### src/rtl/nnfs_pkg.sv
// ----------------------------------------------------------------------------
// nnfs_pkg
// Types, constants and colour helpers of the nearest-neighbour frame scaler.
// ----------------------------------------------------------------------------
package nnfs_pkg;

    localparam int COORD_W  = 11;
    localparam int PIX_W    = 16;
    localparam int CH_W     = 8;
    localparam int SRCCFG_W = 9;
    localparam int FULL_W   = 12;
    localparam int SUM_W    = 12;
    localparam int SIZE_W   = 11;
    localparam int NUM_W    = SUM_W + SIZE_W;
    localparam int CFG_IDX_W = 3;
    localparam int CFG_DAT_W = 12;

    localparam logic [PIX_W-1:0] DIM_MASK = 16'hF7DE;

    // Register indexes of the configuration port.
    typedef enum logic [CFG_IDX_W-1:0] {
        CFG_SRC_WIDTH   = 3'd0,
        CFG_SRC_HEIGHT  = 3'd1,
        CFG_FULL_WIDTH  = 3'd2,
        CFG_FULL_HEIGHT = 3'd3,
        CFG_CROP_LEFT   = 3'd4,
        CFG_CROP_TOP    = 3'd5,
        CFG_SCANLINE    = 3'd6
    } t_cfg_idx;

    typedef struct packed {
        logic [SRCCFG_W-1:0] src_w;
        logic [SRCCFG_W-1:0] src_h;
        logic [FULL_W-1:0]   full_w;
        logic [FULL_W-1:0]   full_h;
        logic [COORD_W-1:0]  crop_l;
        logic [COORD_W-1:0]  crop_t;
        logic                dim;
    } t_cfg;

    // Control and payload that travel with each item down the pipeline.
    typedef struct packed {
        logic               vld;
        logic               rd;
        logic               dim;
        logic [COORD_W-1:0] col;
        logic [COORD_W-1:0] row;
        logic [PIX_W-1:0]   sample;
    } t_ctl;

    // Expand a 5-bit channel to 8 bits: v*255/31 = 8v + floor(7v/31).
    function automatic logic [CH_W-1:0] exp5(input logic [4:0] v);
        logic [2:0] f;
        begin
            if (v >= 5'd31)      f = 3'd7;
            else if (v >= 5'd27) f = 3'd6;
            else if (v >= 5'd23) f = 3'd5;
            else if (v >= 5'd18) f = 3'd4;
            else if (v >= 5'd14) f = 3'd3;
            else if (v >= 5'd9)  f = 3'd2;
            else if (v >= 5'd5)  f = 3'd1;
            else                 f = 3'd0;
            exp5 = {v, f};
        end
    endfunction

    // Expand a 6-bit channel to 8 bits: v*255/63 = 4v + floor(v/21).
    function automatic logic [CH_W-1:0] exp6(input logic [5:0] v);
        logic [1:0] f;
        begin
            if (v >= 6'd63)      f = 2'd3;
            else if (v >= 6'd42) f = 2'd2;
            else if (v >= 6'd21) f = 2'd1;
            else                 f = 2'd0;
            exp6 = {v, f};
        end
    endfunction

endpackage

### src/rtl/nnfs_shade.sv
// ----------------------------------------------------------------------------
// nnfs_shade
// Output stage: scanline dimming and expansion of the channels to 8 bits.
// ----------------------------------------------------------------------------
module nnfs_shade (
    input  logic                        i_clk,
    input  logic                        i_rst_n,
    input  logic                        i_vld,
    input  logic                        i_dim,
    input  logic [nnfs_pkg::PIX_W-1:0]  i_pix,
    output logic                        o_valid,
    output logic [nnfs_pkg::PIX_W-1:0]  o_pixel565,
    output logic [nnfs_pkg::CH_W-1:0]   o_red,
    output logic [nnfs_pkg::CH_W-1:0]   o_green,
    output logic [nnfs_pkg::CH_W-1:0]   o_blue
);
    import nnfs_pkg::*;

    logic [PIX_W-1:0] pix;
    logic             r_valid;
    logic [PIX_W-1:0] r_pix;
    logic [CH_W-1:0]  r_red, r_green, r_blue;

    // Odd rows in scanline mode lose one bit of each channel.
    always_comb begin
        pix = i_dim ? ((i_pix & DIM_MASK) >> 1) : i_pix;
    end

    always_ff @(posedge i_clk) begin
        if (!i_rst_n) begin
            r_valid <= 1'b0;
        end else begin
            r_valid <= i_vld;
        end
        r_pix   <= pix;
        r_red   <= exp5(pix[15:11]);
        r_green <= exp6(pix[10:5]);
        r_blue  <= exp5(pix[4:0]);
    end

    assign o_valid    = r_valid;
    assign o_pixel565 = r_pix;
    assign o_red      = r_red;
    assign o_green    = r_green;
    assign o_blue     = r_blue;

endmodule

### config.mk
export PLATFORM = sky130hd
export DESIGN_NAME = nnfs_shade
export DESIGN_NICKNAME = d
export VERILOG_FILES = /design/src/rtl/nnfs_pkg.sv /design/src/rtl/nnfs_shade.sv
export SDC_FILE = /design/constraint.sdc
export NUM_CORES = 1
export LEC_CHECK = 0
export CORE_ASPECT_RATIO = 1.4
export CORE_UTILIZATION = 35
export DETAILED_ROUTE_END_ITERATION = 10
export DONT_BUFFER_PORTS = 1
export PLACE_DENSITY = 0.54
export SLEW_MARGIN = 10
export SYNTH_ARGS = -nofsm -noshare
export SYNTH_HDL_FRONTEND = slang
export SYNTH_SLANG_ARGS = --single-unit
### constraint.sdc
create_clock -name i_clk -period 1.2 [get_ports i_clk]
set_clock_uncertainty 0.15 [all_clocks]
set_input_delay 0.24 -clock i_clk [delete_from_list [all_inputs] [get_ports i_clk]]
set_output_delay 0.24 -clock i_clk [all_outputs]
set_load 0.1 [all_outputs]
==> results.tsv <==
metric	value	unit
fin_ws	-53.7	ps
path_clk_slew	80	ps
synth.cell_area	0.00111	mm2
grt_max_degree	32	
p_leak	0.802	nW
numCtsBuffers	3	
post-route-period-util	104	%
grt_pass1_wl	4.19	mm
drt_pass1_iterations	4	
utilization	67.8	%
grt_antenna_before_repair	0	
tightest_slew	369	ps
final_cell_area	0.00199	mm2
critical_path_depth	1	
cts_tree	built	
clkSinkCount	25	
critPathKind	register to output port	
grt_use_total	16.7	%
dp_hpwl	1.80	mm
hold_class	input pin to register	
relSlewSlack	75.2	%
clock_tree.htree_level_count	1	
power.share.sequential	35.0	%
cap_viol_max_count	0	
cts_buffer_depth	2	
drt_drc_violations_left	0	
hold_depth	1	
rsz0062_at_grt	yes	
row_count	23	
hold_ws	-107	ps
layout.nets	169	
yosys_warnings	0	
hold_buffers	22	
crit_family	flip-flops	
grt_overflow_total	0	
port_buffers	0	
crit_fanout	2	
viasPerCell	4.99	
syn_nets	130	
p_int	1.56	mW
die_h	68.7	um
setup_viol	25	
wl	2.74	mm
critPathCaptureType	output port	
wl_per_cell	14.8	um
max_stage_delay	360	ps
area_delta_synth_final	79.1	%
drive_gt1_share	46.6	%
swShare	43.0	%
synth_cells	110	
p_sw	1.18	mW
initial_core_util	37.9	%
vias	924	
powerDensity	1370	mW/mm2
ant_nets	0	
worstPathCellList	buf_12	
antennaDiodeCount	0	
crit_path_top_delay_cell	dfxtp_4	
globalplace.congestion	0.662	
clkPwrFrac	17.4	%
tns	-956	ps
required	810	ps
ir_drop	816	uV
grt_pass1_vias	930	
hold_viol	16	
syn_area_per_cell	10.1	um2
combPwrFrac	47.5	%
post_cts_buffers	0	
drt_iter0_markers	7	
arrival	860	ps
start_kind	register	
synth_seq_cells	25	
fmax	798	MHz
fin_crit	1250	ps
synth_cell_types	33	
finalMaxSlewViolations	0	
path_buf_inv	1	
io-pin-count	61	
cts_root_buf	clkbuf_8	
die_x	49.6	um
post_dp_cell_area	0.00171	mm2
die-area	0.00341	mm2
coreArea	0.00294	mm2
synth-seq-area-share	45.0	%
violations	negative hold slack, negative setup slack	
outcome	finished, violations left	
[cell type report]
cell class | instances | area (um2)
Fill cell | 240 | 946
Sequential cell | 25 | 572
Tap cell | 37 | 46.3
Clock buffer | 4 | 45.0
Inverter | 2 | 7.51
Multi-Input combinational cell | 63 | 468
Timing Repair Buffer | 54 | 851
[power by group through the flow]
stage	clock network, mW	registers [mW]	logic, mW
finish	0.477	0.958	1.30
global route	0.538	0.966	1.33
CTS	0.498	0.960	1.30
detailed placement	0	0.979	1.23
global placement	0	0.977	1.22
floorplan	0	1.43	0.496
[through the flow]
step                cells  total power, mW  worst slack (ps)
global route          185             2.84             -89.7
global placement      159             2.20              36.4
CTS                   185             2.76             -62.7
floorplan             110             1.92             -51.6
finish                185             2.74             -53.7
detailed placement    159             2.21             -1.36
[per-layer routing]
metal	track usage, %	vias to the layer above	part of all wire, %
li1	-	447	-
met1	14.0	446	30
met2	35.1	27	63
met3	4.17	4	5.7
met4	8.57	0	1.4
met5	0	-	0
[cells in the mapped netlist]
master    instances  area, um2
dfxtp_1          25        500
o221ai_1          1       8.76
maj3_2            1       11.3
o31a_1            1       8.76
mux2_2            4       45.0
inv_1             1       3.75
mux2_4            1       15.0
a21o_1            2       15.0
buf_2             3       15.0
nor2b_1           3       18.8
nand2_1           1       3.75
o21ai_1           3       15.0
o21ai_0           2       10.0
a21oi_1           5       25.0
buf_4            17        128
a221oi_1          1       8.76
nor3b_1           1       7.51
inv_2             1       3.75
o211ai_1          1       7.51
nor4bb_1          1       10.0
a21boi_1          1       7.51
o21a_1            4       30.0
a211oi_2          1       12.5
a31oi_1           2       12.5
nand3_1           3       15.0
nor3_1            2       10.0
and2_1            1       6.26
nor2_1            7       26.3
o22ai_1           1       6.26
mux2_1            8       90.1
nor4_1            1       6.26
o311ai_1          1       8.76
nand2b_1          3       18.8
[flip-flops by register name (all words and copies together), names as in the netlist]
name	flops
o_blue	3
o_pixel565	15
o_green	2
o_red	4
o_valid	1
[cells by family after synthesis]
group | Yosys count | synth area share, %
muxes | 13 | 13.5
DFF | 25 | 45.0
and+or+nand+nor | 23 | 11.0
buffers and inverters | 22 | 13.5
adders and majority gates | 1 | 1.01
AOI/OAI and AO/OA | 26 | 15.9
[placed cells by master (no fill, tap or decap), drive strengths merged, types with 2 or more instances in the layout]
cell type	instances
nand3	3
mux2	13
inv	2
buf	32
nand2b	3
nor2	7
a21oi	5
clkbuf	4
nor2b	3
o21a	4
dlygate4sd3	21
dfxtp	25
o21ai	5
a31oi	2
a21o	2
nor3	2
[path summary, 6_finish.rpt]
| path | start | end | slack, ps |
|---|---|---|---|
| worst max-delay path | o_pixel565[3] | o_pixel565[3] | -50 |
| worst min-delay path | i_dim | o_blue[2] | -110 |
[repair_timing]
item | in CTS | in global routing
endpoints found under the hold margin | 25 | 17
gates resized for setup | 0 | 2
setup endpoints to repair | 32 | 38
gates cloned | 0 | 0
No activity file was read; power rests on OpenSTA's default activity.
