--- src/rtl/nnfs_pkg.sv ---
// ----------------------------------------------------------------------------
// nnfs_pkg
// Types, constants and colour helpers of the nearest-neighbour frame scaler.
// ----------------------------------------------------------------------------
package nnfs_pkg;

    localparam int COORD_W  = 11;
    localparam int PIX_W    = 16;
    localparam int CH_W     = 8;
    localparam int SRCCFG_W = 9;
    localparam int FULL_W   = 12;
    localparam int SUM_W    = 12;
    localparam int SIZE_W   = 11;
    localparam int NUM_W    = SUM_W + SIZE_W;
    localparam int CFG_IDX_W = 3;
    localparam int CFG_DAT_W = 12;

    localparam logic [PIX_W-1:0] DIM_MASK = 16'hF7DE;

    // Register indexes of the configuration port.
    typedef enum logic [CFG_IDX_W-1:0] {
        CFG_SRC_WIDTH   = 3'd0,
        CFG_SRC_HEIGHT  = 3'd1,
        CFG_FULL_WIDTH  = 3'd2,
        CFG_FULL_HEIGHT = 3'd3,
        CFG_CROP_LEFT   = 3'd4,
        CFG_CROP_TOP    = 3'd5,
        CFG_SCANLINE    = 3'd6
    } t_cfg_idx;

    typedef struct packed {
        logic [SRCCFG_W-1:0] src_w;
        logic [SRCCFG_W-1:0] src_h;
        logic [FULL_W-1:0]   full_w;
        logic [FULL_W-1:0]   full_h;
        logic [COORD_W-1:0]  crop_l;
        logic [COORD_W-1:0]  crop_t;
        logic                dim;
    } t_cfg;

    // Control and payload that travel with each item down the pipeline.
    typedef struct packed {
        logic               vld;
        logic               rd;
        logic               dim;
        logic [COORD_W-1:0] col;
        logic [COORD_W-1:0] row;
        logic [PIX_W-1:0]   sample;
    } t_ctl;

    // Expand a 5-bit channel to 8 bits: v*255/31 = 8v + floor(7v/31).
    function automatic logic [CH_W-1:0] exp5(input logic [4:0] v);
        logic [2:0] f;
        begin
            if (v >= 5'd31)      f = 3'd7;
            else if (v >= 5'd27) f = 3'd6;
            else if (v >= 5'd23) f = 3'd5;
            else if (v >= 5'd18) f = 3'd4;
            else if (v >= 5'd14) f = 3'd3;
            else if (v >= 5'd9)  f = 3'd2;
            else if (v >= 5'd5)  f = 3'd1;
            else                 f = 3'd0;
            exp5 = {v, f};
        end
    endfunction

    // Expand a 6-bit channel to 8 bits: v*255/63 = 4v + floor(v/21).
    function automatic logic [CH_W-1:0] exp6(input logic [5:0] v);
        logic [1:0] f;
        begin
            if (v >= 6'd63)      f = 2'd3;
            else if (v >= 6'd42) f = 2'd2;
            else if (v >= 6'd21) f = 2'd1;
            else                 f = 2'd0;
            exp6 = {v, f};
        end
    endfunction

endpackage

--- src/rtl/nnfs_div.sv ---
// ----------------------------------------------------------------------------
// nnfs_div
// Pipelined restoring divider for both axes, one quotient bit per stage.
// ----------------------------------------------------------------------------
module nnfs_div #(
    parameter int QB = 8
) (
    input  logic                          i_clk,
    input  logic                          i_rst_n,
    input  nnfs_pkg::t_ctl                i_ctl,
    input  logic [nnfs_pkg::NUM_W-1:0]    i_numx,
    input  logic [nnfs_pkg::NUM_W-1:0]    i_numy,
    input  logic [nnfs_pkg::FULL_W-1:0]   i_fx,
    input  logic [nnfs_pkg::FULL_W-1:0]   i_fy,
    input  logic                          i_satx,
    input  logic                          i_saty,
    input  logic [QB-1:0]                 i_smx,
    input  logic [QB-1:0]                 i_smy,
    output nnfs_pkg::t_ctl                o_ctl,
    output logic [QB-1:0]                 o_sx,
    output logic [QB-1:0]                 o_sy
);
    import nnfs_pkg::*;

    t_ctl              r_ctl  [0:QB];
    logic [NUM_W-1:0]  r_remx [0:QB];
    logic [NUM_W-1:0]  r_remy [0:QB];
    logic [FULL_W-1:0] r_fx   [0:QB];
    logic [FULL_W-1:0] r_fy   [0:QB];
    logic [QB-1:0]     r_qx   [0:QB];
    logic [QB-1:0]     r_qy   [0:QB];
    logic              r_satx [0:QB];
    logic              r_saty [0:QB];
    logic [QB-1:0]     r_smx  [0:QB];
    logic [QB-1:0]     r_smy  [0:QB];

    // Stage zero is the set-up register of the map stage.
    always_comb begin
        r_ctl[0]  = i_ctl;
        r_remx[0] = i_numx;
        r_remy[0] = i_numy;
        r_fx[0]   = i_fx;
        r_fy[0]   = i_fy;
        r_qx[0]   = '0;
        r_qy[0]   = '0;
        r_satx[0] = i_satx;
        r_saty[0] = i_saty;
        r_smx[0]  = i_smx;
        r_smy[0]  = i_smy;
    end

    // Each stage tries the divisor shifted to its own quotient bit.
    for (genvar k = 0; k < QB; k++) begin : g_stage
        localparam int BIT = QB - 1 - k;
        logic [NUM_W-1:0] dx, dy;
        logic             gx, gy;

        always_comb begin
            dx = NUM_W'(r_fx[k]) << BIT;
            dy = NUM_W'(r_fy[k]) << BIT;
            gx = (r_remx[k] >= dx);
            gy = (r_remy[k] >= dy);
        end

        always_ff @(posedge i_clk) begin
            if (!i_rst_n) begin
                r_ctl[k+1].vld <= 1'b0;
            end else begin
                r_ctl[k+1].vld <= r_ctl[k].vld;
            end
            r_ctl[k+1].rd     <= r_ctl[k].rd;
            r_ctl[k+1].dim    <= r_ctl[k].dim;
            r_ctl[k+1].col    <= r_ctl[k].col;
            r_ctl[k+1].row    <= r_ctl[k].row;
            r_ctl[k+1].sample <= r_ctl[k].sample;
            r_remx[k+1]       <= gx ? (r_remx[k] - dx) : r_remx[k];
            r_remy[k+1]       <= gy ? (r_remy[k] - dy) : r_remy[k];
            r_qx[k+1]         <= r_qx[k] | (QB'(gx) << BIT);
            r_qy[k+1]         <= r_qy[k] | (QB'(gy) << BIT);
            r_fx[k+1]         <= r_fx[k];
            r_fy[k+1]         <= r_fy[k];
            r_satx[k+1]       <= r_satx[k];
            r_saty[k+1]       <= r_saty[k];
            r_smx[k+1]        <= r_smx[k];
            r_smy[k+1]        <= r_smy[k];
        end
    end

    // A destination past the full size maps to the last source column or row.
    assign o_ctl = r_ctl[QB];
    assign o_sx  = r_satx[QB] ? r_smx[QB] : r_qx[QB];
    assign o_sy  = r_saty[QB] ? r_smy[QB] : r_qy[QB];

endmodule

--- config.mk ---
export PLATFORM = sky130hd
export DESIGN_NAME = nnfs_div
export DESIGN_NICKNAME = d
export VERILOG_FILES = /design/src/rtl/nnfs_pkg.sv /design/src/rtl/nnfs_div.sv
export SDC_FILE = /design/constraint.sdc
export NUM_CORES = 1
export LEC_CHECK = 0
export BUFFER_PORTS_ARGS = -buffer_cell sky130_fd_sc_hd__buf_2
export CAP_MARGIN = 15
export CORE_MARGIN = 4
export CORE_UTILIZATION = 55
export DETAILED_ROUTE_END_ITERATION = 16
export GPL_TIMING_DRIVEN = 0
export PLACE_DENSITY = 0.73
export SYNTH_ARGS = -nofsm -noshare
export SYNTH_HDL_FRONTEND = slang
export SYNTH_SLANG_ARGS = --single-unit
--- constraint.sdc ---
create_clock -name i_clk -period 4.25 [get_ports i_clk]
set_clock_uncertainty 0.1 [all_clocks]
set_input_delay 0.425 -clock i_clk [delete_from_list [all_inputs] [get_ports i_clk]]
set_output_delay 0.425 -clock i_clk [all_outputs]
set_load 0.1 [all_outputs]
==> results.md <==
* Status: finished clean
* Fin. Hold Viols at 0
* Cell Area, Synth at roughly 0.035 mm^2
* Iter 0 DRT Violations at roughly 1200
* Share of layout cells above drive strength 1 at a little over an eighth
* Main synth FF type: dfxtp_1
* First-pass GRT wire length at between 100000 and 150000 um
* Die W at between 200 and 300 um
* Power Dens Cells at between 600 and 700 mW/mm^2
* Multi-input logic area at about 0.012 mm^2
* Worst skew pair latency at about 0.65 ns
* Cell count after synthesis at ~3100
* RSZ-0062 raised after global routing: false
* Tot Pwr at 28.3 mW
* Mux cell area share after synthesis at approximately 1.7%
* Syn avg cell area at between 10 and 15 um^2
* Crit path required time at roughly 4.7 ns
* Warning count from the yosys run at 0
* Detailed Route WL at ~66000 um
* Startpoint Class: input pin
* # DRC at 0
* Slew @ Worst Pin at between 0.9 and 1 ns
* CTS tree: done
* Maximum clock rate at around 260 MHz
* Average wire per standard cell at approximately 15 um
* Sequential-to-total area share from yosys stat at between 50 and 60%
* Core area at 0.0619 mm^2
* Setup_tns at 0 ns
* EDFF count, synth at 0
* Leak pwr at approximately 18 nW
* Clk pin slew, worst setup/hold paths at approximately 0.060 ns
* Core Util, Final at approximately two thirds
* Die area at 0.0669 mm^2
* WS Path Type: input pin to flip-flop
* Async SR Flop Fraction at 0%
* P&R area growth vs syn at 19.4%
* Worst slew margin at 34.1%
* Cts bufs inserted at 98
* Min-delay worst type: flip-flop to flip-flop
* FF/Latch Area at between 0.02 and 0.025 mm^2
* Simple-Gate Fraction of Synth Area at about a tenth
* Total track usage at between 10% and 20%
* Bufs on Longest Clock Path at 3
* Sink Count at slightly above 1000
* Initial antenna violation count at 1
* Post-Place Cells at approximately 4200
* Max-slew violations at 0
* Final ANT Viol Nets at 0
* Port Buffers at ~190
* Worst VDD drop at 0.404 mV
* Starting density of the core at roughly 56%
* Synth Area in Compound Gates at 11.0%
* Largest net degree at the start of global routing at 16
* Gpl congestion at approximately 0.84
* Vias/cell at 5.07
* Yosys cell types at 87
* DP Wirelength at 47900 um
* FP Rows at about 90
* Total of max-cap violations at 0
* Post-Synth Adder-Cell Area at slightly below 8%
* # setup viols final at 0
* Synth Area in XOR/XNOR at slightly below 5%
* Yosys reg bits at ~1000
* Clock Root Buffer: clkbuf_16
* Synthesized net count at 3471
* Via total after detailed routing at about 23000
* Tmin final at 3.79 ns
* Period utilisation layout at about nine tenths
* Non-filler instance count after layout at 4468
* I/O pin count at roughly 190
* Grt ovf at 0
* Vias in the first global route at 23400
* H-tree levels at 3
* Post-CTS Setup Bufs at 0
* Critical Path Fanout Max at 10
* Main combinational cell family by area after synthesis: compound AO/OA/AOI/OAI gates
* Final nets at between 3000 and 4000
* DRT Pass-1 Iters at 7
* FILL cells at 4745
* Chip height at approximately 260 um
* Crit path DAT at 4.19 ns
* Crit end category: flip-flop
[routing by layer]
layer	up-vias	GRT usage [%]	part of all wire, %
li1	11500	-	-
met2	572	34.2	48
met5	-	0	0
met4	0	9.03	4.3
met1	10400	24.1	44
met3	182	3.44	4.1
[final timing paths]
check,startpoint,cells after the start,slack [ns],end
max,i_numx[7],13,0.46,r_remx[176]$_DFF_P_
min,r_ctl[242]$_DFF_P_,0,0.22,r_ctl[201]$_DFF_P_
max reg2reg,g_stage[4].dy[3]$_DFF_P_,10,0.76,r_remy[82]$_DFF_P_
min reg2reg,r_ctl[242]$_DFF_P_,0,0.22,r_ctl[201]$_DFF_P_
[through the flow]
step	cell area, um^2	hold WS (ns)	worst slack [ns]
2_1_floorplan	34500	0.210	1.17
3_3_place_gp	36500	0.209	0.358
3_5_place_dp	36500	0.212	0.373
4_1_cts	41200	0.213	0.487
5_1_grt	41200	0.213	0.176
6_report	41200	0.221	0.464
[synth_stat cells, types with 6 or more instances]
library cell / number / area [um^2]
dfxtp_1: 1034 / 20700
inv_1: 245 / 920
ha_1: 192 / 2400
nor2_1: 181 / 679
nand2_1: 179 / 672
o21ai_0: 166 / 831
a21oi_1: 153 / 766
xor2_1: 101 / 885
xnor2_1: 93 / 815
a21o_1: 52 / 390
nor3_1: 51 / 255
mux2_2: 47 / 529
o21a_1: 47 / 353
buf_4: 41 / 308
clkbuf_1: 40 / 150
nand3_1: 37 / 185
nand4_1: 37 / 231
nor2b_1: 37 / 231
nor4_1: 35 / 219
a211oi_1: 31 / 233
nand2b_1: 31 / 194
o31ai_1: 20 / 150
and2_1: 17 / 106
or3_1: 16 / 100
a31oi_1: 15 / 93.8
and3_1: 15 / 93.8
fa_1: 14 / 280
o31a_1: 14 / 123
o211ai_1: 13 / 97.6
nand4b_1: 11 / 96.3
or2_2: 11 / 68.8
nor4b_1: 10 / 87.6
nand3b_1: 9 / 67.6
o21bai_1: 9 / 67.6
or4_1: 8 / 60.1
buf_2: 7 / 35.0
a2111oi_0: 6 / 52.6
mux2i_1: 6 / 60.1
o2111ai_1: 6 / 52.6
[placed cells by master, fill, tap and decap left out, drive strengths merged, types with 47 or more instances in the layout]
cell,instances
xnor2,93
o21ai,167
nor3,51
inv,253
dlygate4sd3,131
dfxtp,1034
o21a,47
a21oi,154
nand2,179
nor2,181
xor2,101
buf,237
clkbuf,170
a21o,52
mux2,48
ha,192
[cell families (layout without fill, tap and decap cells)]
logic type,count (synthesis),count (layout)
simple gates,712,712
fa+ha+maj,206,206
other cells,0,1
xor+xnor,194,194
mux,54,54
compound gates,598,598
flops,1034,1034
buf+inv,336,832
[layout make-up]
cell class	count	area share, %
tap	837	2.54
timing repair buffer	319	5.46
buffer	90	1.25
multi-input combinational	1764	30.1
antenna	1	0.00607
clock buffer	129	6.72
clock inverter	48	1.50
inverter	246	2.24
sequential	1034	50.2
[flip-flops by register name (all words and copies together) (netlist names)]
| register | cells |
|---|---|
| g_stage.dx | 84 |
| g_stage.dy | 84 |
| o_ctl | 41 |
| r_ctl | 287 |
| r_qx | 36 |
| r_qy | 36 |
| r_remx | 161 |
| r_remy | 161 |
| r_satx | 8 |
| r_saty | 8 |
| r_smx | 64 |
| r_smy | 64 |
[what timing repair did]
item,in CTS,in global routing
hold buffers,131,0
endpoints found under the hold margin,136,0
resized for setup,0,0
[worst max-delay path, stage by stage]
cell           delay (ns)
dlygate4sd3_1        0.55
buf_2                0.12
inv_1                0.07
ha_1                 0.18
inv_1                0.06
fa_1                 0.42
a211oi_1             0.28
o21bai_1             0.14
a2111oi_0            0.55
o31ai_1              0.24
a21oi_1              0.64
buf_2                0.35
o21ai_0              0.16
[power by group]
part | internal (mW) | switching, mW | total (mW)
sequential | 11.3 | 0.986 | 12.3
combinational | 3.24 | 3.93 | 7.17
clock | 5.33 | 3.52 | 8.86
total | 19.9 | 8.44 | 28.3
(Power assumes the default switching activity.)
