===== src/rtl/nnfs_pkg.sv =====
// ----------------------------------------------------------------------------
// nnfs_pkg
// Types, constants and colour helpers of the nearest-neighbour frame scaler.
// ----------------------------------------------------------------------------
package nnfs_pkg;

    localparam int COORD_W  = 11;
    localparam int PIX_W    = 16;
    localparam int CH_W     = 8;
    localparam int SRCCFG_W = 9;
    localparam int FULL_W   = 12;
    localparam int SUM_W    = 12;
    localparam int SIZE_W   = 11;
    localparam int NUM_W    = SUM_W + SIZE_W;
    localparam int CFG_IDX_W = 3;
    localparam int CFG_DAT_W = 12;

    localparam logic [PIX_W-1:0] DIM_MASK = 16'hF7DE;

    // Register indexes of the configuration port.
    typedef enum logic [CFG_IDX_W-1:0] {
        CFG_SRC_WIDTH   = 3'd0,
        CFG_SRC_HEIGHT  = 3'd1,
        CFG_FULL_WIDTH  = 3'd2,
        CFG_FULL_HEIGHT = 3'd3,
        CFG_CROP_LEFT   = 3'd4,
        CFG_CROP_TOP    = 3'd5,
        CFG_SCANLINE    = 3'd6
    } t_cfg_idx;

    typedef struct packed {
        logic [SRCCFG_W-1:0] src_w;
        logic [SRCCFG_W-1:0] src_h;
        logic [FULL_W-1:0]   full_w;
        logic [FULL_W-1:0]   full_h;
        logic [COORD_W-1:0]  crop_l;
        logic [COORD_W-1:0]  crop_t;
        logic                dim;
    } t_cfg;

    // Control and payload that travel with each item down the pipeline.
    typedef struct packed {
        logic               vld;
        logic               rd;
        logic               dim;
        logic [COORD_W-1:0] col;
        logic [COORD_W-1:0] row;
        logic [PIX_W-1:0]   sample;
    } t_ctl;

    // Expand a 5-bit channel to 8 bits: v*255/31 = 8v + floor(7v/31).
    function automatic logic [CH_W-1:0] exp5(input logic [4:0] v);
        logic [2:0] f;
        begin
            if (v >= 5'd31)      f = 3'd7;
            else if (v >= 5'd27) f = 3'd6;
            else if (v >= 5'd23) f = 3'd5;
            else if (v >= 5'd18) f = 3'd4;
            else if (v >= 5'd14) f = 3'd3;
            else if (v >= 5'd9)  f = 3'd2;
            else if (v >= 5'd5)  f = 3'd1;
            else                 f = 3'd0;
            exp5 = {v, f};
        end
    endfunction

    // Expand a 6-bit channel to 8 bits: v*255/63 = 4v + floor(v/21).
    function automatic logic [CH_W-1:0] exp6(input logic [5:0] v);
        logic [1:0] f;
        begin
            if (v >= 6'd63)      f = 2'd3;
            else if (v >= 6'd42) f = 2'd2;
            else if (v >= 6'd21) f = 2'd1;
            else                 f = 2'd0;
            exp6 = {v, f};
        end
    endfunction

endpackage


===== src/rtl/nnfs_map.sv =====
// ----------------------------------------------------------------------------
// nnfs_map
// Input register and axis set-up: crop, clamped sizes, products and saturation.
// ----------------------------------------------------------------------------
module nnfs_map #(
    parameter int SRC_MAX_W = 256,
    parameter int SRC_MAX_H = 256,
    parameter int QB        = 8
) (
    input  logic                          i_clk,
    input  logic                          i_rst_n,
    input  logic                          i_acc,
    input  logic                          i_mode,
    input  logic [nnfs_pkg::COORD_W-1:0]  i_col,
    input  logic [nnfs_pkg::COORD_W-1:0]  i_row,
    input  logic [nnfs_pkg::PIX_W-1:0]    i_sample,
    input  nnfs_pkg::t_cfg                i_cfg,
    output nnfs_pkg::t_ctl                o_ctl,
    output logic [nnfs_pkg::NUM_W-1:0]    o_numx,
    output logic [nnfs_pkg::NUM_W-1:0]    o_numy,
    output logic [nnfs_pkg::FULL_W-1:0]   o_fx,
    output logic [nnfs_pkg::FULL_W-1:0]   o_fy,
    output logic                          o_satx,
    output logic                          o_saty,
    output logic [QB-1:0]                 o_smx,
    output logic [QB-1:0]                 o_smy
);
    import nnfs_pkg::*;

    t_ctl              r_c1, n_c1;
    t_ctl              r_c2;
    logic [NUM_W-1:0]  r_numx, r_numy;
    logic [FULL_W-1:0] r_fx, r_fy;
    logic              r_satx, r_saty;
    logic [QB-1:0]     r_smx, r_smy;

    logic [FULL_W-1:0] fx, fy, cx, cy;
    logic [SIZE_W-1:0] sx, sy;
    logic [SUM_W-1:0]  sumx, sumy;

    // Input register: the item is captured as it is accepted.
    always_comb begin
        n_c1        = '0;
        n_c1.vld    = i_acc;
        n_c1.rd     = i_mode;
        n_c1.dim    = i_cfg.dim & i_row[0];
        n_c1.col    = i_col;
        n_c1.row    = i_row;
        n_c1.sample = i_sample;
    end

    always_ff @(posedge i_clk) begin
        if (!i_rst_n) begin
            r_c1.vld <= 1'b0;
        end else begin
            r_c1.vld <= n_c1.vld;
        end
        r_c1.rd     <= n_c1.rd;
        r_c1.dim    <= n_c1.dim;
        r_c1.col    <= n_c1.col;
        r_c1.row    <= n_c1.row;
        r_c1.sample <= n_c1.sample;
    end

    // Effective sizes and crops of both axes.
    always_comb begin
        fx = (i_cfg.full_w == '0) ? FULL_W'(1) : i_cfg.full_w;
        fy = (i_cfg.full_h == '0) ? FULL_W'(1) : i_cfg.full_h;
        if (i_cfg.src_w == '0)
            sx = SIZE_W'(1);
        else if (SIZE_W'(i_cfg.src_w) > SIZE_W'(SRC_MAX_W))
            sx = SIZE_W'(SRC_MAX_W);
        else
            sx = SIZE_W'(i_cfg.src_w);
        if (i_cfg.src_h == '0)
            sy = SIZE_W'(1);
        else if (SIZE_W'(i_cfg.src_h) > SIZE_W'(SRC_MAX_H))
            sy = SIZE_W'(SRC_MAX_H);
        else
            sy = SIZE_W'(i_cfg.src_h);
        cx   = (FULL_W'(i_cfg.crop_l) >= fx) ? '0 : FULL_W'(i_cfg.crop_l);
        cy   = (FULL_W'(i_cfg.crop_t) >= fy) ? '0 : FULL_W'(i_cfg.crop_t);
        sumx = SUM_W'(r_c1.col) + SUM_W'(cx);
        sumy = SUM_W'(r_c1.row) + SUM_W'(cy);
    end

    // Second register: the products to divide and the saturation decision.
    always_ff @(posedge i_clk) begin
        if (!i_rst_n) begin
            r_c2.vld <= 1'b0;
        end else begin
            r_c2.vld <= r_c1.vld;
        end
        r_c2.rd     <= r_c1.rd;
        r_c2.dim    <= r_c1.dim;
        r_c2.col    <= r_c1.col;
        r_c2.row    <= r_c1.row;
        r_c2.sample <= r_c1.sample;
        r_numx      <= NUM_W'(sumx) * NUM_W'(sx);
        r_numy      <= NUM_W'(sumy) * NUM_W'(sy);
        r_fx        <= fx;
        r_fy        <= fy;
        r_satx      <= (sumx >= fx);
        r_saty      <= (sumy >= fy);
        r_smx       <= QB'(sx - SIZE_W'(1));
        r_smy       <= QB'(sy - SIZE_W'(1));
    end

    assign o_ctl  = r_c2;
    assign o_numx = r_numx;
    assign o_numy = r_numy;
    assign o_fx   = r_fx;
    assign o_fy   = r_fy;
    assign o_satx = r_satx;
    assign o_saty = r_saty;
    assign o_smx  = r_smx;
    assign o_smy  = r_smy;

endmodule


===== config.mk =====
export PLATFORM = sky130hd
export DESIGN_NAME = nnfs_map
export DESIGN_NICKNAME = d
export VERILOG_FILES = /design/src/rtl/nnfs_pkg.sv /design/src/rtl/nnfs_map.sv
export SDC_FILE = /design/constraint.sdc
export NUM_CORES = 1
export LEC_CHECK = 0
export ABC_AREA = 1
export BUFFER_PORTS_ARGS = -buffer_cell sky130_fd_sc_hd__buf_2
export CAP_MARGIN = 10
export CORE_ASPECT_RATIO = 2
export CORE_MARGIN = 2
export CORE_UTILIZATION = 50
export CTS_CLUSTER_SIZE = 8
export DETAILED_ROUTE_END_ITERATION = 16
export PLACE_DENSITY = 0.72
export SLEW_MARGIN = 20
export SYNTH_ARGS = -nofsm -noshare
export SYNTH_HDL_FRONTEND = slang
export SYNTH_SLANG_ARGS = --single-unit

===== constraint.sdc =====
create_clock -name i_clk -period 19.2 [get_ports i_clk]
set_input_delay 3.84 -clock i_clk [delete_from_list [all_inputs] [get_ports i_clk]]
set_output_delay 3.84 -clock i_clk [all_outputs]
set_load 0.01 [all_outputs]

==> flow_summary.json, run 1 <==
{
  "status": "complete, no violations",
  "max_stage_delay_ns": 0.52,
  "num_rows": 85,
  "cts_hold_buf": 0,
  "synth_area_um2": 13500,
  "fin_setup_tns_ns": 0,
  "worstMarginPinSlew_ns": 0.650,
  "layout.nets": 2322,
  "grt_pass1_wl_mm": 52.4,
  "path_buf_inv": 7,
  "cts_made_buffers": 17,
  "dp.cells": 2248,
  "ys_ff_latch": 166,
  "drc": 0,
  "die-area_um2": 28400,
  "synthTopCellsByArea": "dfxtp_1, fa_1, ha_1",
  "start_util_pct": 50.5,
  "end_kind": "flip-flop",
  "crit_arrival_ns": 10.66,
  "worstSetupPathType": "in -> reg",
  "cts_resized": 0,
  "p_leak_uw": 0.00887,
  "layout_common_cells": "inv_1, nand2_1, buf_2, nor2_1, dfxtp_1",
  "antenna_found_initial": 0,
  "min_to": "o_ctl[14]",
  "hpwl_mm": 25.4,
  "drive_gt1_share_pct": 16.4,
  "final_common_cell": "inv_1",
  "cts_max_path_buffers": 2,
  "hold_violations": 0,
  "pin_count": 236,
  "worstPathRequired_ns": 19.56,
  "fin_crit_ns": 10.30,
  "relSlewSlack_pct": 56.3,
  "rsz0062_at_grt": "no",
  "synth_top_area_share_pct": 24.6,
  "drt-total-wl_mm": 30.9,
  "postCtsSetupBuffers": 0,
  "grt_max_degree": 18,
  "hold_start": "r_c1[14]",
  "die_h_um": 236,
  "first_pass_iters": 5,
  "hp-class": "reg -> reg",
  "rrSetupSlack_ns": 13.78,
  "place_congestion": 0.916,
  "fin_crit_sh_pct": 53.7,
  "fmax_mhz": 97.1,
  "critPathLaunchType": "input port",
  "root_buffer": "clkbuf_16",
  "h-tree-depth": 4,
  "dr_total_vias": 11200,
  "power_density_nw_per_um2": 123,
  "io_buffers": 231,
  "die_w_um": 120,
  "final_core_util_pct": 58.3,
  "ys.warnings.count": 0,
  "placed_area_um2": 14900,
  "peakVddDrop_mv": 0.0661,
  "drt-wirelength-per-cell_um": 13.6,
  "drv_cap": 0,
  "ys_seq_area_share_pct": 24.6,
  "vias_per_cell": 4.90,
  "stdcell_area_um2": 15600,
  "stdcell_count": 2281,
  "setup_viol": 0,
  "cts.clk_slew.worst_paths_ns": 0.08,
  "synth_top_cell_by_area": "dfxtp_1",
  "critPathTopFamily": "adder cells",
  "min_path_cells": 0,
  "synth_cells": 1705,
  "r2r_start": "r_c1[27]",
  "ant_nets": 0,
  "worstRegToRegCells": 22,
  "grt-ovfl-total": 0,
  "gr-usage-all-layers_pct": 23.3,
  "drt_iter0_drc": 631,
  "p_total_uw": 1910,
  "areaGrowthSynthToFinish_pct": 15.3,
  "r2r_end": "o_numx[18]",
  "numClockSinks": 166,
  "critPathSlowestCell": "fa_1",
  "skew_ns": 0.0111,
  "grt_pass1_vias": 11000,
  "clk_latency_ns": 0.45,
  "ys_types": 43,
  "worst_path_most_repeated_cell": "nand2_1",
  "final_max_slew_viol_count": 0,
  "syn_avg_cell_area_um2": 7.91,
  "core_um2": 26700,
  "path_max_fanout": 11,
  "cts_tree": "done"
}
==> worst register-to-register path, cell delays in order (launching register included) <==
cell and delay, ns:
dfxtp_1 0.32, ha_1 0.26, fa_1 0.46, nand3_1 0.13, nand3_2 0.13, a21oi_4 0.20, xor2_4 0.31, inv_4 0.08
nand2_1 0.10, fa_1 0.44, inv_1 0.10, fa_1 0.42, inv_1 0.08, fa_1 0.44, fa_1 0.55, inv_1 0.04
ha_1 0.36, a21oi_1 0.24, a21oi_1 0.14, o21ai_0 0.32, nand2_1 0.10, nand2_1 0.07, nand2_1 0.04
==> cell usage after synthesis (all sizes together) <==
master	count
ha	152
xnor2	7
nor2	220
a21oi	61
and2	6
nor4	4
nand3	68
nand3b	3
nand2	355
conb	1
xor2	26
inv	381
fa	144
dfxtp	166
a31o	2
nand4	11
nor3	14
o21a	2
a22oi	1
a21o	3
o211ai	1
o21bai	1
clkbuf	27
clkinv	6
buf	13
a31oi	1
o21ai	29
==> sequential cells by signal, indices dropped and copies added (netlist names) <==
name    flops
o_numx     21
o_ctl      41
o_smx       8
o_numy     21
o_smy       8
o_saty      1
r_c1       41
o_satx      1
o_fx       12
o_fy       12
==> through the flow <==
stage,hold WS (ns),worst slack (ns)
CTS,0.325,8.93
floorplan,0.310,9.61
detailed placement,0.312,8.44
global placement,0.310,8.69
finish,0.324,8.90
global route,0.328,8.24
==> metal layers <==
metal	up-vias	global-route usage, %	wire length, um
met1	5168	31.5	13700
met4	0	9.27	877
met2	417	36.2	13900
li1	5529	-	-
met3	55	4.84	2460
met5	-	0	0
==> cell type report <==
type / count / area, um^2
Fill cell: 2469 / 11100
Multi-Input combinational cell: 1115 / 8530
Sequential cell: 166 / 3320
Inverter: 387 / 1460
Timing Repair Buffer: 232 / 1160
Tap cell: 348 / 435
Clock buffer: 17 / 425
Clock inverter: 15 / 213
Antenna cell: 1 / 2.50
==> kinds of logic after synthesis <==
| group | synth area share [%] |
|---|---|
| AO/OA/AOI/OAI | 4.18 |
| flip-flops | 24.6 |
| AND/OR/NAND/NOR | 21.0 |
| adder cells (fa/ha/maj) | 35.5 |
| XOR/XNOR | 2.51 |
| other | 0.0278 |
| buffers and inverters | 12.2 |
==> how the worst max path moves through the flow <==
stage                     slack, ns       from  cells past startpoint    endpoint
final                          8.90  i_cfg[34]                     36  o_numy[20]
after global routing           8.24  i_cfg[34]                     36  o_numy[20]
after CTS                      8.93  i_cfg[34]                     35  o_numy[20]
after detailed placement       8.44  i_cfg[34]                     36  o_numy[20]
after global placement         8.69  i_cfg[34]                     35  o_numy[20]
after floorplan                9.61  i_cfg[39]                     31  o_numx[18]
==> report_power, final <==
| group | total [uW] | internal, uW | switching, uW | leakage [uW] |
|---|---|---|---|---|
| Combinational | 1120 | 411 | 707 | 0.00717 |
| Clock | 370 | 211 | 159 | 0.000307 |
| Sequential | 424 | 410 | 13.8 | 0.00140 |
| Total | 1910 | 1030 | 880 | 0.00887 |
(Power assumes the default switching activity.)
==> run 2, diff against run 1 <==
--- a/config.mk
+++ b/config.mk
@@ -13,7 +13,7 @@
 export CORE_UTILIZATION = 50
 export CTS_CLUSTER_SIZE = 8
 export DETAILED_ROUTE_END_ITERATION = 16
-export PLACE_DENSITY = 0.72
+export PLACE_DENSITY = 0.75
 export SLEW_MARGIN = 20
 export SYNTH_ARGS = -nofsm -noshare
 export SYNTH_HDL_FRONTEND = slang
==> constraint.sdc (replaced) <==
create_clock -name i_clk -period 8.5 [get_ports i_clk]
set_input_delay 1.7 -clock i_clk [delete_from_list [all_inputs] [get_ports i_clk]]
set_output_delay 1.7 -clock i_clk [all_outputs]
set_load 0.01 [all_outputs]
==> flow_summary.json, run 2 (same netlist as run 1, synthesis figures left out) <==
{
  "final_max_slew_viol_count": 0,
  "first_pass_iters": 5,
  "h-tree-depth": 4,
  "fin_setup_tns_ns": 0,
  "critPathLaunchType": "input port",
  "hp-class": "reg -> reg",
  "die_h_um": 236,
  "end_kind": "flip-flop",
  "pin_count": 236,
  "skew_ns": 0.00852,
  "critPathSlowestCell": "fa_1",
  "areaGrowthSynthToFinish_pct": 14.9,
  "place_congestion": 0.907,
  "worstPathRequired_ns": 8.83,
  "final_core_util_pct": 58.1,
  "io_buffers": 231,
  "fin_crit_sh_pct": 91.8,
  "rrSetupSlack_ns": 3.09,
  "crit_arrival_ns": 8.14,
  "hold_violations": 0,
  "intPower_uw": 2270,
  "drt-total-wl_mm": 31.3,
  "peakVddDrop_mv": 0.166,
  "worstSetupPathType": "in -> reg",
  "die-area_um2": 28400,
  "startpoint": "i_cfg[34]",
  "cts_made_buffers": 17,
  "drc": 0,
  "cts_tree": "done",
  "comb_power_share_pct": 60.1,
  "grt_pass1_vias": 11300,
  "gr-usage-all-layers_pct": 23.5,
  "cts.clk_slew.worst_paths_ns": 0.06,
  "drt-wirelength-per-cell_um": 13.7,
  "fin_crit_ns": 7.81,
  "root_buffer": "clkbuf_16",
  "layout_common_cells": "inv_1, nand2_1, buf_2, nor2_1, dfxtp_1",
  "path_max_fanout": 10,
  "status": "complete, no violations",
  "stdcell_count": 2283,
  "setup_viol": 0,
  "fmax_mhz": 128,
  "drt_iter0_drc": 747,
  "ant_nets": 0,
  "r2r_end": "o_numx[18]",
  "p_clk_share_pct": 17.2,
  "final_common_cell": "inv_1",
  "grt-ovfl-total": 0,
  "p_leak_uw": 0.00885,
  "cts_max_path_buffers": 2,
  "vias_per_cell": 4.92,
  "path_buf_inv": 8,
  "diodes": 0,
  "cts_hold_buf": 0,
  "worstRegToRegCells": 22,
  "swShare_pct": 46.4,
  "core_um2": 26700,
  "min_path_cells": 0,
  "worst_path_most_repeated_cell": "nand2_1",
  "grt_max_degree": 18,
  "p_sw_uw": 1970,
  "drive_gt1_share_pct": 16.4,
  "cts_resized": 0,
  "rsz0062_at_grt": "no",
  "drv_cap": 0,
  "num_rows": 85,
  "hold_start": "r_c1[11]",
  "dp.cells": 2253,
  "min_to": "o_ctl[11]",
  "clk_latency_ns": 0.44,
  "numClockSinks": 166,
  "layout.nets": 2327,
  "r2r_start": "r_c1[27]",
  "grt_pass1_wl_mm": 53.2,
  "die_w_um": 120,
  "max_stage_delay_ns": 0.55,
  "postCtsSetupBuffers": 0,
  "hold_ws_ns": 0.319,
  "dr_total_vias": 11200,
  "critPathTopFamily": "adder cells",
  "start_util_pct": 50.5,
  "power_frac_seq_pct": 22.7,
  "antenna_found_initial": 0,
  "worstMarginPinSlew_ns": 0.606,
  "power_density_nw_per_um2": 273,
  "hpwl_mm": 26.0,
  "relSlewSlack_pct": 59.5
}
==> run 2: changes by cell type in the layout (fill, tap and decap cells not counted), sizes merged <==
cell,change
bufinv,-2
inv,-5
clkinvlp,+2
clkbuf,+3
diode,-1
buf,+5
==> run 2: how the worst max path moves through the flow <==
stage | endpoint | slack (ns) | depth (start not counted)
after floorplan | o_numx[18] | 1.05 | 31
after global placement | o_numy[20] | 0.35 | 37
after detailed placement | o_numy[20] | 0.27 | 36
after CTS | o_numy[20] | 0.74 | 36
after global routing | o_numy[20] | 0.03 | 37
final | o_numy[20] | 0.69 | 36
==> run 2: routing by layer <==
layer	vias to the layer above	track usage, %	share of wire, %
met5	-	0	0
met4	0	9.88	2.9
met3	61	4.71	6.9
met2	424	37.1	45
met1	5200	31.2	45
li1	5543	-	-
==> run 2: metrics by stage <==
| step | setup slack, ns | area, um^2 | power (uW) |
|---|---|---|---|
| floorplan | 1.05 | 13500 | 2870 |
| global placement | 0.349 | 15000 | 3450 |
| detailed placement | 0.275 | 15000 | 3510 |
| CTS | 0.743 | 15500 | 4270 |
| global route | 0.0311 | 15500 | 4710 |
| finish | 0.693 | 15500 | 4240 |
==> run 2: worst reg2reg max path, delay by kind of cell, from the launching register on <==
family	cells	cell delay, ns
compound gates	2	0.44
xor+xnor	1	0.30
fa+ha+maj	7	3.19
buf+inv	3	0.15
flops	1	0.33
simple gates	9	0.91
==> run 2: power groups by stage <==
stage,Clock [uW],Sequential [uW],Combinational [uW]
after floorplan,0,1040,1830
after global placement,0,975,2470
after detailed placement,0,977,2530
after CTS,751,962,2560
after global routing,785,973,2950
final,729,960,2550
==> run 2: layout make-up <==
class,instances,area [um^2]
clock buffer,20,447
sequential,166,3320
fill,2486,11200
tap,348,435
clock inverter,10,100
inverter,387,1460
timing repair buffer,237,1200
multi-input combinational,1115,8530
==> run 3, diff against run 2 <==
--- a/config.mk
+++ b/config.mk
@@ -11,8 +11,11 @@
 export CORE_ASPECT_RATIO = 2
 export CORE_MARGIN = 2
 export CORE_UTILIZATION = 50
+export CTS_BUF_LIST = sky130_fd_sc_hd__clkbuf_16
 export CTS_CLUSTER_SIZE = 8
 export DETAILED_ROUTE_END_ITERATION = 16
+export GPL_ROUTABILITY_DRIVEN = 0
+export GPL_TIMING_DRIVEN = 0
 export PLACE_DENSITY = 0.75
 export SLEW_MARGIN = 20
 export SYNTH_ARGS = -nofsm -noshare
==> flow_summary.json, run 3 (same netlist as run 1, synthesis figures left out) <==
{
  "status": "complete, no violations",
  "die_h_um": 236,
  "critPathLaunchType": "input port",
  "diodes": 0,
  "fin_crit_sh_pct": 93.9,
  "rsz0062_at_grt": "no",
  "path_buf_inv": 5,
  "root_buffer": "clkbuf_16",
  "grt_max_degree": 17,
  "final_max_slew_viol_count": 0,
  "critPathSlowestCell": "fa_1",
  "swShare_pct": 45.8,
  "antenna_found_initial": 1,
  "fmax_mhz": 125,
  "worstSetupPathType": "in -> reg",
  "min_to": "o_ctl[4]",
  "p_leak_uw": 0.00894,
  "hold_violations": 0,
  "critPathTopFamily": "adder cells",
  "dr_total_vias": 11300,
  "die-area_um2": 28400,
  "drt_iter0_drc": 691,
  "areaGrowthSynthToFinish_pct": 16.5,
  "cts_made_buffers": 17,
  "path_max_fanout": 10,
  "intPower_uw": 2330,
  "cts_max_path_buffers": 2,
  "die_w_um": 120,
  "drc": 0,
  "drv_cap": 0,
  "clk_latency_ns": 0.45,
  "power_density_nw_per_um2": 274,
  "core_um2": 26700,
  "crit_arrival_ns": 8.31,
  "end_kind": "flip-flop",
  "gr-usage-all-layers_pct": 22.9,
  "layout.nets": 2361,
  "relSlewSlack_pct": 58.2,
  "r2r_start": "r_c1[27]",
  "worstRegToRegCells": 22,
  "drive_gt1_share_pct": 16.6,
  "cts_tree": "done",
  "final_common_cell": "inv_1",
  "pin_count": 236,
  "start_util_pct": 50.5,
  "postCtsSetupBuffers": 0,
  "cts.clk_slew.worst_paths_ns": 0.06,
  "power_frac_seq_pct": 22.2,
  "fin_crit_ns": 7.98,
  "pre_cts_ws_ns": 0.0983,
  "worstMarginPinSlew_ns": 0.623,
  "vias_per_cell": 4.88,
  "drt-wirelength-per-cell_um": 13.2,
  "rrSetupSlack_ns": 2.99,
  "grt-ovfl-total": 0,
  "p_clk_share_pct": 19.0,
  "num_rows": 85,
  "first_pass_iters": 5,
  "hold_start": "r_c1[4]",
  "r2r_end": "o_numx[18]",
  "grt_pass1_vias": 11300,
  "peakVddDrop_mv": 0.180,
  "setup_viol": 0,
  "io_buffers": 231,
  "hp-class": "reg -> reg",
  "cts_hold_buf": 0,
  "ant_nets": 0,
  "fin_setup_tns_ns": 0,
  "layout_common_cells": "inv_1, nand2_1, buf_2, nor2_1, dfxtp_1",
  "hpwl_mm": 25.2,
  "max_stage_delay_ns": 0.54,
  "h-tree-depth": 4,
  "p_total_uw": 4300,
  "numClockSinks": 166,
  "min_path_cells": 0,
  "setup_slack_ns": 0.521,
  "comb_power_share_pct": 58.8,
  "grt_pass1_wl_mm": 51.8,
  "p_sw_uw": 1970,
  "drt-total-wl_mm": 30.6,
  "skew_ns": 0.0103,
  "worstPathRequired_ns": 8.83
}
## run 3: cell types whose count changed in the layout (fill, tap and decap cells not counted), sizes merged
cell / before / now
bufinv: 1 / 3
clkbuf: 20 / 44
buf: 237 / 244
inv: 383 / 387
clkinvlp: 4 / 3
## run 3: stage by stage
stage	utilization [%]	instance area [um^2]	instances	hold slack, ns
floorplan	-	13500	1708	0.310
global placement	56.5	15100	2287	0.310
detailed placement	56.5	15100	2287	0.312
CTS	58.8	15700	2319	0.329
global route	58.8	15700	2319	0.335
finish	58.8	15700	2319	0.327
## run 3: timing repair
action                                  CTS  global route
gates resized for setup                   0             1
endpoints found under the setup margin    0             1
hold endpoints to repair                  0             0
## run 3: power groups by stage
stage               Sequential (uW)  Clock (uW)  Combinational [uW]
floorplan                      1040           0                1830
detailed placement              974           0                2510
finish                          955         816                2530
CTS                             958         839                2540
global placement                971           0                2470
global route                    966         868                2970
## run 3: layout make-up
class	instances	area [um^2]
clock buffers	17	425
multi-input cells	1115	8540
well taps	348	435
clock inverters	15	191
repair buffers	231	1160
inverters	387	1460
plain buffers	40	181
flip-flops and latches	166	3320
fillers	2425	11000
## run 3: how the worst max path moves through the flow
stage,start,to,slack [ns],cells past startpoint
6_report,i_cfg[44],o_numx[18],0.52,32
5_1_grt,i_cfg[43],o_numx[18],0.04,32
4_1_cts,i_cfg[44],o_numx[18],0.57,32
3_5_place_dp,i_cfg[43],o_numx[18],0.1,32
3_3_place_gp,i_cfg[44],o_numx[18],0.19,32
2_1_floorplan,i_cfg[39],o_numx[18],1.05,31
## run 3: routing by layer
layer	track usage (%)	part of all wire (%)
met3	3.94	6.6
met1	30.2	44
met4	10.8	3.3
met5	0	0.023
met2	36.3	46
